==> src/hw/rtl/vsc_pkg.sv <==
// ----------------------------------------------------------------------------
// vsc_pkg
// shared types, codes and constants of the vending slot controller
// ----------------------------------------------------------------------------
package vsc_pkg;

    // slot store geometry
    localparam int SLOTS          = 6;
    localparam int STOCK_AT_RESET = 10;
    localparam int SLOT_W         = (SLOTS > 1) ? $clog2(SLOTS) : 1;

    localparam logic [7:0] NO_SLOT = 8'hFF;

    // base prices in cents, slots past the list take the last one
    localparam int PRICE_LIST_LEN = 6;
    localparam logic [15:0] BASE_PRICE [PRICE_LIST_LEN] = '{
        16'd150, 16'd100, 16'd200, 16'd125, 16'd175, 16'd175
    };

    // configuration register indexes and reset values
    localparam logic [1:0] REG_IR_TIMEOUT   = 2'd0;
    localparam logic [1:0] REG_SUCCESS_HOLD = 2'd1;
    localparam logic [1:0] REG_ADMIN_PIN    = 2'd2;

    localparam logic [7:0]  IR_TIMEOUT_RESET   = 8'd60;
    localparam logic [7:0]  SUCCESS_HOLD_RESET = 8'd40;
    localparam logic [31:0] ADMIN_PIN_RESET    = 32'h0102_0304;

    // event opcodes
    localparam logic [3:0] OP_SELECT      = 4'd0;
    localparam logic [3:0] OP_DISPENSE    = 4'd1;
    localparam logic [3:0] OP_AUTH        = 4'd2;
    localparam logic [3:0] OP_RESTOCK     = 4'd3;
    localparam logic [3:0] OP_SET_PRICE   = 4'd4;
    localparam logic [3:0] OP_ADMIN_RESET = 4'd5;
    localparam logic [3:0] OP_LOCK        = 4'd6;
    localparam logic [3:0] OP_UNLOCK      = 4'd7;
    localparam logic [3:0] OP_IR_NOTE     = 4'd8;
    localparam logic [3:0] OP_RESET_ERROR = 4'd9;
    localparam logic [3:0] OP_TICK        = 4'd10;

    // machine modes
    localparam logic [2:0] MODE_IDLE       = 3'd0;
    localparam logic [2:0] MODE_SELECTED   = 3'd1;
    localparam logic [2:0] MODE_DISPENSING = 3'd2;
    localparam logic [2:0] MODE_DISPENSED  = 3'd3;
    localparam logic [2:0] MODE_ADMIN      = 3'd4;
    localparam logic [2:0] MODE_ERROR      = 3'd5;

    // fault codes
    localparam logic [2:0] FAULT_NONE    = 3'd0;
    localparam logic [2:0] FAULT_JAM     = 3'd1;
    localparam logic [2:0] FAULT_AUTH    = 3'd2;
    localparam logic [2:0] FAULT_INVALID = 3'd3;
    localparam logic [2:0] FAULT_EMPTY   = 3'd4;

    typedef struct packed {
        logic [3:0]  opcode;
        logic [7:0]  slot_number;
        logic [7:0]  stock_value;
        logic [15:0] new_price;
        logic [31:0] pin_entered;
        logic        ir_seen;
    } t_in_item;

    typedef struct packed {
        logic        accepted;
        logic [2:0]  machine_state;
        logic [2:0]  error_code;
        logic [7:0]  chosen_slot;
        logic        locked_flag;
        logic        admin_flag;
        logic        servo_start;
        logic [7:0]  slot_stock;
        logic [31:0] dispensed_total;
    } t_out_item;

    // one slot store entry
    typedef struct packed {
        logic [15:0] price;
        logic [7:0]  stock;
    } t_entry;

    typedef struct packed {
        logic              en;
        logic [SLOT_W-1:0] addr;
        t_entry            data;
    } t_mem_wr;

    typedef enum logic [1:0] {
        CTL_IDLE = 2'b01,
        CTL_EXEC = 2'b10
    } t_ctl;

    function automatic t_entry init_entry(input logic [SLOT_W-1:0] idx);
        t_entry e;
        e.stock = 8'(STOCK_AT_RESET);
        if (int'(idx) >= PRICE_LIST_LEN - 1) begin
            e.price = BASE_PRICE[PRICE_LIST_LEN-1];
        end else begin
            e.price = BASE_PRICE[3'(idx)];
        end
        return e;
    endfunction

endpackage

==> src/hw/rtl/vsc_slot_mem.sv <==
// ----------------------------------------------------------------------------
// vsc_slot_mem
// slot store: price and stock per slot, two registered read ports, one write
// ----------------------------------------------------------------------------
module vsc_slot_mem
    import vsc_pkg::*;
(
    input  logic              i_clk,
    input  logic              i_rst_n,
    input  logic              i_rd_en,
    input  logic [SLOT_W-1:0] i_rd_a_addr,
    input  logic [SLOT_W-1:0] i_rd_b_addr,
    input  t_mem_wr           i_wr,
    output t_entry            o_rd_a,
    output t_entry            o_rd_b
);

    t_entry            r_mem [SLOTS];
    logic [SLOTS-1:0]  r_vld;

    t_entry            r_a_data;
    t_entry            r_b_data;
    logic              r_a_vld;
    logic              r_b_vld;
    logic [SLOT_W-1:0] r_a_addr;
    logic [SLOT_W-1:0] r_b_addr;

    // entry storage
    always_ff @(posedge i_clk) begin
        if (i_wr.en) begin
            r_mem[i_wr.addr] <= i_wr.data;
        end
        if (i_rd_en) begin
            r_a_data <= r_mem[i_rd_a_addr];
            r_b_data <= r_mem[i_rd_b_addr];
            r_a_vld  <= r_vld[i_rd_a_addr];
            r_b_vld  <= r_vld[i_rd_b_addr];
            r_a_addr <= i_rd_a_addr;
            r_b_addr <= i_rd_b_addr;
        end
    end

    // written-since-reset bits
    always_ff @(posedge i_clk) begin
        if (!i_rst_n) begin
            r_vld <= '0;
        end else if (i_wr.en) begin
            r_vld[i_wr.addr] <= 1'b1;
        end
    end

    // entries never written read as their reset contents
    assign o_rd_a = r_a_vld ? r_a_data : init_entry(r_a_addr);
    assign o_rd_b = r_b_vld ? r_b_data : init_entry(r_b_addr);

endmodule

==> src/hw/rtl/vending_slot_controller.sv <==
// ----------------------------------------------------------------------------
// vending_slot_controller
// vending machine event controller with per-slot stock and price store
// ----------------------------------------------------------------------------
// usage
//   input channel: one event per transaction (i_in_valid / o_in_stall),
//   payload t_in_item. every event yields exactly one status transaction on
//   the output channel (o_out_valid / i_out_stall), payload t_out_item.
//   configuration: apb-style port, timeout at 0x0, success hold at 0x4,
//   admin pin at 0x8. pready is tied high; write only while idle.
// sequencing
//   an event is accepted in the idle state and the slot store is read at that
//   edge; the execute state then modifies, writes back and loads the output register.
//   a new event is taken only once the previous one has left the execute state;
//   this is set by the single read-modify-write pass on the slot store.
// stall
//   a finished status may sit in the output register while the next event is
//   accepted; that event holds in its execute cycle until the register frees.
// reset
//   synchronous active-low. control, mode and config registers return to
//   their defaults; the slot store comes back through per-entry valid bits,
//   so no clearing pass is needed and events are taken right after reset.
// ----------------------------------------------------------------------------
module vending_slot_controller
    import vsc_pkg::*;
(
    input  logic        i_clk,
    input  logic        i_rst_n,
    // event channel
    input  logic        i_in_valid,
    output logic        o_in_stall,
    input  t_in_item    i_in_item,
    // status channel
    output logic        o_out_valid,
    input  logic        i_out_stall,
    output t_out_item   o_out_item,
    // configuration port
    input  logic        psel,
    input  logic        penable,
    input  logic        pwrite,
    input  logic [3:0]  paddr,
    input  logic [31:0] pwdata,
    output logic [31:0] prdata,
    output logic        pready
);

    // control
    t_ctl        r_ctl;
    t_in_item    r_item;
    logic        in_accept;
    logic        exec_go;

    // machine state
    logic [2:0]  r_mode,   n_mode;
    logic [2:0]  r_fault,  n_fault;
    logic [7:0]  r_picked, n_picked;
    logic        r_lock,   n_lock;
    logic        r_admin,  n_admin;
    logic [31:0] r_count,  n_count;
    logic [7:0]  r_timer,  n_timer;

    // configuration
    logic [7:0]  r_ir_timeout;
    logic [7:0]  r_hold;
    logic [31:0] r_pin;
    logic        cfg_wr;

    // output register
    logic        r_out_valid;
    t_out_item   r_out_item;
    t_out_item   n_out_item;

    // slot store access
    logic [SLOT_W-1:0] rd_a_addr;
    logic [SLOT_W-1:0] rd_b_addr;
    t_entry            rd_a;
    t_entry            rd_b;
    t_mem_wr           wr;

    logic              slot_ok;
    logic              picked_ok;
    logic [SLOT_W-1:0] item_addr;
    logic [SLOT_W-1:0] picked_addr;
    logic [7:0]        timer_inc;
    logic              busy;
    logic              accepted;
    logic              servo;
    logic [7:0]        sstock;

    // ------------------------------------------------------------------------
    // handshake and sequencing
    // ------------------------------------------------------------------------
    assign o_in_stall = (r_ctl != CTL_IDLE);
    assign in_accept  = i_in_valid && (r_ctl == CTL_IDLE);
    // execute only when the output register is free or being drained
    assign exec_go    = (r_ctl == CTL_EXEC) && !(r_out_valid && i_out_stall);

    always_ff @(posedge i_clk) begin
        if (!i_rst_n) begin
            r_ctl <= CTL_IDLE;
        end else begin
            unique case (r_ctl)
                CTL_IDLE: begin
                    if (in_accept) r_ctl <= CTL_EXEC;
                end
                CTL_EXEC: begin
                    if (exec_go) r_ctl <= CTL_IDLE;
                end
                default: r_ctl <= CTL_IDLE;
            endcase
        end
    end

    always_ff @(posedge i_clk) begin
        if (in_accept) r_item <= i_in_item;
    end

    // ------------------------------------------------------------------------
    // slot store: port a follows the event's slot, port b the picked slot
    // ------------------------------------------------------------------------
    assign rd_a_addr = (i_in_item.slot_number < 8'(SLOTS))
                     ? i_in_item.slot_number[SLOT_W-1:0] : '0;
    assign rd_b_addr = picked_ok ? picked_addr : '0;

    vsc_slot_mem u_slot_mem (
        .i_clk       (i_clk),
        .i_rst_n     (i_rst_n),
        .i_rd_en     (in_accept),
        .i_rd_a_addr (rd_a_addr),
        .i_rd_b_addr (rd_b_addr),
        .i_wr        (wr),
        .o_rd_a      (rd_a),
        .o_rd_b      (rd_b)
    );

    // ------------------------------------------------------------------------
    // event execution
    // ------------------------------------------------------------------------
    assign slot_ok     = r_item.slot_number < 8'(SLOTS);
    assign picked_ok   = r_picked < 8'(SLOTS);
    assign item_addr   = r_item.slot_number[SLOT_W-1:0];
    assign picked_addr = r_picked[SLOT_W-1:0];
    assign timer_inc   = r_timer + 8'd1;
    assign busy        = (r_mode == MODE_DISPENSING) || (r_mode == MODE_DISPENSED);

    always_comb begin
        n_mode   = r_mode;
        n_fault  = r_fault;
        n_picked = r_picked;
        n_lock   = r_lock;
        n_admin  = r_admin;
        n_count  = r_count;
        n_timer  = r_timer;
        accepted = 1'b1;
        servo    = 1'b0;
        wr.en    = 1'b0;
        wr.addr  = picked_addr;
        wr.data  = rd_b;

        priority if (r_item.opcode == OP_TICK) begin
            if (r_mode == MODE_DISPENSING) begin
                if (r_item.ir_seen) begin
                    // item confirmed: take it off the slot
                    if (picked_ok && (rd_b.stock != 8'd0)) begin
                        wr.en         = 1'b1;
                        wr.addr       = picked_addr;
                        wr.data.price = rd_b.price;
                        wr.data.stock = rd_b.stock - 8'd1;
                    end
                    n_count  = r_count + 32'd1;
                    n_picked = NO_SLOT;
                    n_mode   = MODE_DISPENSED;
                    n_timer  = 8'd0;
                end else begin
                    n_timer = timer_inc;
                    if ((timer_inc >= r_ir_timeout) || (r_ir_timeout == 8'd0)) begin
                        n_mode  = MODE_ERROR;
                        n_fault = FAULT_JAM;
                    end
                end
            end else if (r_mode == MODE_DISPENSED) begin
                n_timer = timer_inc;
                if ((timer_inc >= r_hold) || (r_hold == 8'd0)) begin
                    n_mode = MODE_IDLE;
                end
            end
        end else if (busy) begin
            accepted = 1'b0;
        end else if (r_item.opcode == OP_SELECT) begin
            if (!r_lock && (r_mode != MODE_ERROR)) begin
                if (!slot_ok) begin
                    n_mode  = MODE_ERROR;
                    n_fault = FAULT_INVALID;
                end else if (rd_a.stock == 8'd0) begin
                    n_mode  = MODE_ERROR;
                    n_fault = FAULT_EMPTY;
                end else begin
                    n_picked = r_item.slot_number;
                    n_mode   = MODE_SELECTED;
                end
            end
        end else if (r_item.opcode == OP_DISPENSE) begin
            if (!r_lock && (r_mode == MODE_SELECTED)) begin
                n_mode  = MODE_DISPENSING;
                n_timer = 8'd0;
                servo   = 1'b1;
            end
        end else if (r_item.opcode == OP_AUTH) begin
            n_admin = (r_item.pin_entered == r_pin);
            if (r_item.pin_entered == r_pin) begin
                n_mode = MODE_ADMIN;
            end else begin
                n_mode  = MODE_ERROR;
                n_fault = FAULT_AUTH;
            end
        end else if ((r_item.opcode >= OP_RESTOCK) && (r_item.opcode <= OP_UNLOCK)) begin
            if (!r_admin) begin
                n_mode  = MODE_ERROR;
                n_fault = FAULT_AUTH;
            end else begin
                priority case (r_item.opcode)
                    OP_RESTOCK: begin
                        if (slot_ok) begin
                            wr.en         = 1'b1;
                            wr.addr       = item_addr;
                            wr.data.price = rd_a.price;
                            wr.data.stock = r_item.stock_value;
                        end
                    end
                    OP_SET_PRICE: begin
                        if (slot_ok) begin
                            wr.en         = 1'b1;
                            wr.addr       = item_addr;
                            wr.data.price = r_item.new_price;
                            wr.data.stock = rd_a.stock;
                        end
                    end
                    OP_ADMIN_RESET: begin
                        n_fault = FAULT_NONE;
                        n_mode  = MODE_IDLE;
                    end
                    OP_LOCK:   n_lock = 1'b1;
                    default:   n_lock = 1'b0;
                endcase
            end
        end else if (r_item.opcode == OP_RESET_ERROR) begin
            if (r_mode == MODE_ERROR) begin
                n_fault = FAULT_NONE;
                n_mode  = MODE_IDLE;
            end
        end else begin
            // ir note and unused opcodes leave everything as is
            n_mode = r_mode;
        end
    end

    // stock of the slot picked after the event, with the write forwarded
    always_comb begin
        if (n_picked < 8'(SLOTS)) begin
            if (wr.en && (wr.addr == n_picked[SLOT_W-1:0])) begin
                sstock = wr.data.stock;
            end else if (n_picked == r_picked) begin
                sstock = rd_b.stock;
            end else begin
                sstock = rd_a.stock;
            end
        end else begin
            sstock = 8'd0;
        end
    end

    always_comb begin
        n_out_item.accepted        = accepted;
        n_out_item.machine_state   = n_mode;
        n_out_item.error_code      = n_fault;
        n_out_item.chosen_slot     = n_picked;
        n_out_item.locked_flag     = n_lock;
        n_out_item.admin_flag      = n_admin;
        n_out_item.servo_start     = servo;
        n_out_item.slot_stock      = sstock;
        n_out_item.dispensed_total = n_count;
    end

    always_ff @(posedge i_clk) begin
        if (!i_rst_n) begin
            r_mode   <= MODE_IDLE;
            r_fault  <= FAULT_NONE;
            r_picked <= NO_SLOT;
            r_lock   <= 1'b0;
            r_admin  <= 1'b0;
            r_count  <= '0;
            r_timer  <= '0;
        end else if (exec_go) begin
            r_mode   <= n_mode;
            r_fault  <= n_fault;
            r_picked <= n_picked;
            r_lock   <= n_lock;
            r_admin  <= n_admin;
            r_count  <= n_count;
            r_timer  <= n_timer;
        end
    end

    // ------------------------------------------------------------------------
    // output register
    // ------------------------------------------------------------------------
    always_ff @(posedge i_clk) begin
        if (!i_rst_n) begin
            r_out_valid <= 1'b0;
        end else if (exec_go) begin
            r_out_valid <= 1'b1;
        end else if (!i_out_stall) begin
            r_out_valid <= 1'b0;
        end
    end

    always_ff @(posedge i_clk) begin
        if (exec_go) r_out_item <= n_out_item;
    end

    assign o_out_valid = r_out_valid;
    assign o_out_item  = r_out_item;

    // ------------------------------------------------------------------------
    // configuration registers
    // ------------------------------------------------------------------------
    assign pready = 1'b1;
    assign cfg_wr = psel && penable && pwrite;

    always_ff @(posedge i_clk) begin
        if (!i_rst_n) begin
            r_ir_timeout <= IR_TIMEOUT_RESET;
            r_hold       <= SUCCESS_HOLD_RESET;
            r_pin        <= ADMIN_PIN_RESET;
        end else if (cfg_wr) begin
            unique case (paddr[3:2])
                REG_IR_TIMEOUT:   r_ir_timeout <= pwdata[7:0];
                REG_SUCCESS_HOLD: r_hold       <= pwdata[7:0];
                REG_ADMIN_PIN:    r_pin        <= pwdata;
                default: ;
            endcase
        end
    end

    always_comb begin
        unique case (paddr[3:2])
            REG_IR_TIMEOUT:   prdata = {24'd0, r_ir_timeout};
            REG_SUCCESS_HOLD: prdata = {24'd0, r_hold};
            REG_ADMIN_PIN:    prdata = r_pin;
            default:          prdata = 32'd0;
        endcase
    end

endmodule

==> config.mk <==
export PLATFORM = sky130hd
export DESIGN_NAME = vending_slot_controller
export DESIGN_NICKNAME = d
export VERILOG_FILES = /design/src/hw/rtl/vsc_pkg.sv /design/src/hw/rtl/vsc_slot_mem.sv /design/src/hw/rtl/vending_slot_controller.sv
export SDC_FILE = /design/constraint.sdc
export NUM_CORES = 1
export LEC_CHECK = 0
export BUFFER_PORTS_ARGS = -buffer_cell sky130_fd_sc_hd__buf_4
export CORE_MARGIN = 3
export CORE_UTILIZATION = 40
export DETAILED_ROUTE_END_ITERATION = 10
export PLACE_DENSITY = 0.65
export SKIP_CTS_REPAIR_TIMING = 1
export SYNTH_ARGS = -nofsm -noshare
export SYNTH_HDL_FRONTEND = slang
export SYNTH_SLANG_ARGS = --single-unit
==> constraint.sdc <==
create_clock -name i_clk -period 6.6 [get_ports i_clk]
set_input_delay 0.33 -clock i_clk [delete_from_list [all_inputs] [get_ports i_clk]]
set_output_delay 0.33 -clock i_clk [all_outputs]
set_load 0.1 [all_outputs]
==> flow_metrics.py <==
metrics = {
    "outcome": {
        "status": "finished, final reports clean",
    },
    "detailed_routing": {
        "first_pass_iters": 5,
        "viasPerCell": 5.36,
        "antenna_left": 0,
        "post_drt_wl_per_cell_microns": 17.9,
        "met2_length_mm": 17.2,
        "drc": 0,
        "met1Wirelength_mm": 17.0,
        "finalWirelength_mm": 37.5,
        "wl_met3_mm": 2.28,
        "maxUsedRoutingLayer": "met5",
        "dr_total_vias": 11249,
        "drtIter0Drc": 669,
    },
    "placement": {
        "gp_congestion": 0.885,
        "dpl_worst_slack_ns": 2.50,
        "dp_hpwl_mm": 26.0,
        "dp_cells": 1981,
        "numPortBuffers": 185,
    },
    "timing": {
        "rsz0062_at_grt": "false",
        "layout_setup_ws_ns": 2.45,
        "fin_crit_sh_pct": 63.0,
        "fin_setup_tns_ns": 0,
        "fmax_mhz": 241,
        "finalCriticalPeriod_ns": 4.15,
        "worst_pin_slew_ns": 1.27,
        "skew_ns": 0.0131,
        "slew_violations": 0,
        "finalSetupViolations": 0,
        "slew_headroom_pct": 14.4,
        "final_hold_viol_count": 0,
    },
    "critical_path": {
        "crit_type": "reg -> reg",
        "cp_slowest_cell": "nor2b_1",
        "cp.required_ns": 6.77,
        "crit_path_start_kind": "flop",
        "cp_num_buf_inv": 0,
        "critPathArrivalTime_ns": 4.33,
        "cp-end-kind": "flop",
        "critical-path-top-delay-family": "simple AND/OR/NAND/NOR gates",
        "cp_num_cells": 6,
        "crit_chain": "nand4bb_1 -> nand3_1 -> nor3_2 -> nand2b_1 -> o32ai_1 -> nor2b_1",
        "worstPathMaxFanout": 18,
        "slowest_delay_ns": 0.89,
        "reg2reg_depth": 6,
    },
    "yosys": {
        "syn_area_sq_um": 14300,
        "synth-async-reset-ratio_pct": 0,
        "yosys_most_used_dff": "edfxtp_1",
        "synth_area_per_cell_sq_um": 10.2,
        "synth_seq_cells": 290,
        "ys.warnings.count": 0,
        "synthTopCellsByArea": "edfxtp_1 (37%), dfxtp_1 (16%), nand2_1 (5.5%)",
        "synth_area_leader_cell": "edfxtp_1",
        "synth_edf_count": 177,
        "syn-num-nets": 1538,
        "seq_area_frac_synth_pct": 52.9,
        "synth_cell_types": 82,
        "syn_inst": 1406,
        "synth.top_cell.area_share_pct": 37.1,
    },
    "floorplan": {
        "pin_count": 205,
        "die_x_microns": 195,
        "die-height_microns": 195,
        "rows": 68,
        "initial_utilization_pct": 41.0,
        "core_sq_um": 34900,
        "dieArea_sq_um": 38100,
    },
    "global_route": {
        "first_global_vias": 10543,
        "antenna_found_initial": 4,
        "grt_pass1_wl_mm": 58.2,
        "grt_max_degree": 114,
        "grt_overflow": 0,
        "gr-usage-all-layers_pct": 18.6,
    },
    "clock_network": {
        "htree_levels": 1,
        "path_clk_slew_ns": 0.06,
        "clk_latency_ns": 0.56,
        "cts.sinks": 290,
        "cts_tree": "built",
        "cts_buffers": 31,
        "clock_path_buffers": 3,
        "cts-root-buf": "clkbuf_16",
    },
    "power": {
        "vdd_drop_max_v": 0.000190,
        "p_total_uw": 4070,
        "powerDensity_nw_per_um2": 230,
        "p_leak_uw": 0.00658,
    },
    "hold_path": {
        "whs_path_depth": 3,
        "hold_path.class": "in -> reg",
    },
    "job": {
        "maxCapViolations": 0,
    },
    "final_layout": {
        "utilization_pct": 50.8,
        "fill_cells": 3178,
        "fin_cells": 2098,
        "layout_common_cells": "nand2_1 (208), buf_4 (197), edfxtp_1 (177)",
        "mostFrequentLayoutCell": "nand2_1",
        "drive_above_1_share_pct": 16.4,
        "nets": 1747,
        "area_growth_pct": 23.8,
    },
}
[sequential cells by signal (all words and copies together) (netlist names), 32 cells and up]
| register | count |
|---|---|
| o_out_item | 58 |
| r_count | 32 |
| r_item | 50 |
| r_pin | 32 |
| u_slot_mem.r_mem | 48 |
[cells in the mapped netlist (35+ instances only)]
master	n
clkbuf_1	67
mux2i_1	56
xnor2_1	68
nand2_1	208
a21boi_0	49
nand3_1	69
a21oi_1	35
o21ai_0	44
nor2_1	102
dfxtp_1	113
and2_1	52
edfxtp_1	177
[final timing paths]
check,slack [ns],startpoint,to
max,2.45,r_item[65],u_slot_mem.r_mem[2][6]
min,0.02,pwdata[2],r_pin[2]
max reg2reg,2.45,r_item[65],u_slot_mem.r_mem[2][6]
min reg2reg,0.49,u_slot_mem.r_vld[1],u_slot_mem.r_vld[1]
[cell families (layout without fill, tap and decap cells)]
logic type                 count (synthesis)  count (layout)  share of synthesized area [%]
and+or+nand+nor                          591             591                           20.5
DFF                                      290             290                           52.9
AOI/OAI and AO/OA                        245             245                           12.0
buffers and inverters                    104             338                           2.80
xor gates and xnor gates                  97              97                           5.93
muxes                                     58              58                           4.07
adders and majority gates                 20              20                           1.75
other                                      1               4                         0.0262
[final cells by class]
cell class | count | area (sq um) | share of cell area [%]
Multi-Input combinational cell | 1012 | 6380 | 36.0
Timing Repair Buffer | 253 | 2040 | 11.5
Clock buffer | 41 | 875 | 4.94
Antenna cell | 3 | 7.51 | 0.0424
Inverter | 27 | 103 | 0.579
Clock inverter | 17 | 175 | 0.988
Sequential cell | 290 | 7580 | 42.8
Tap cell | 455 | 569 | 3.21
[report_power, final]
group | internal [uW] | switching (uW) | leakage [uW]
Clock | 1050 | 719 | 0.000499
Combinational | 119 | 190 | 0.00357
Sequential | 1960 | 34.4 | 0.00251
[worst reg2reg max path, delay by kind of cell (launching register included)]
family           cells  cell delay (ns)
AO/OA/AOI/OAI        1             0.20
AND/OR/NAND/NOR      5             2.93
flip-flops           1             0.63
[per-layer routing]
layer  global-route usage [%]  up-vias
met4                     5.31        2
met3                     3.40       68
met2                     30.1      338
li1                         -     5505
met1                     25.7     5336
met5                        0        -
[through the flow]
stage | hold slack, ns | cell area (sq um)
floorplan | 0.429 | 14300
finish | 0.0196 | 17700
global route | 0.0167 | 17700
detailed placement | 0.470 | 16100
CTS | -0.0923 | 17200
global placement | 0.470 | 16100
(Power assumes the default switching activity.)
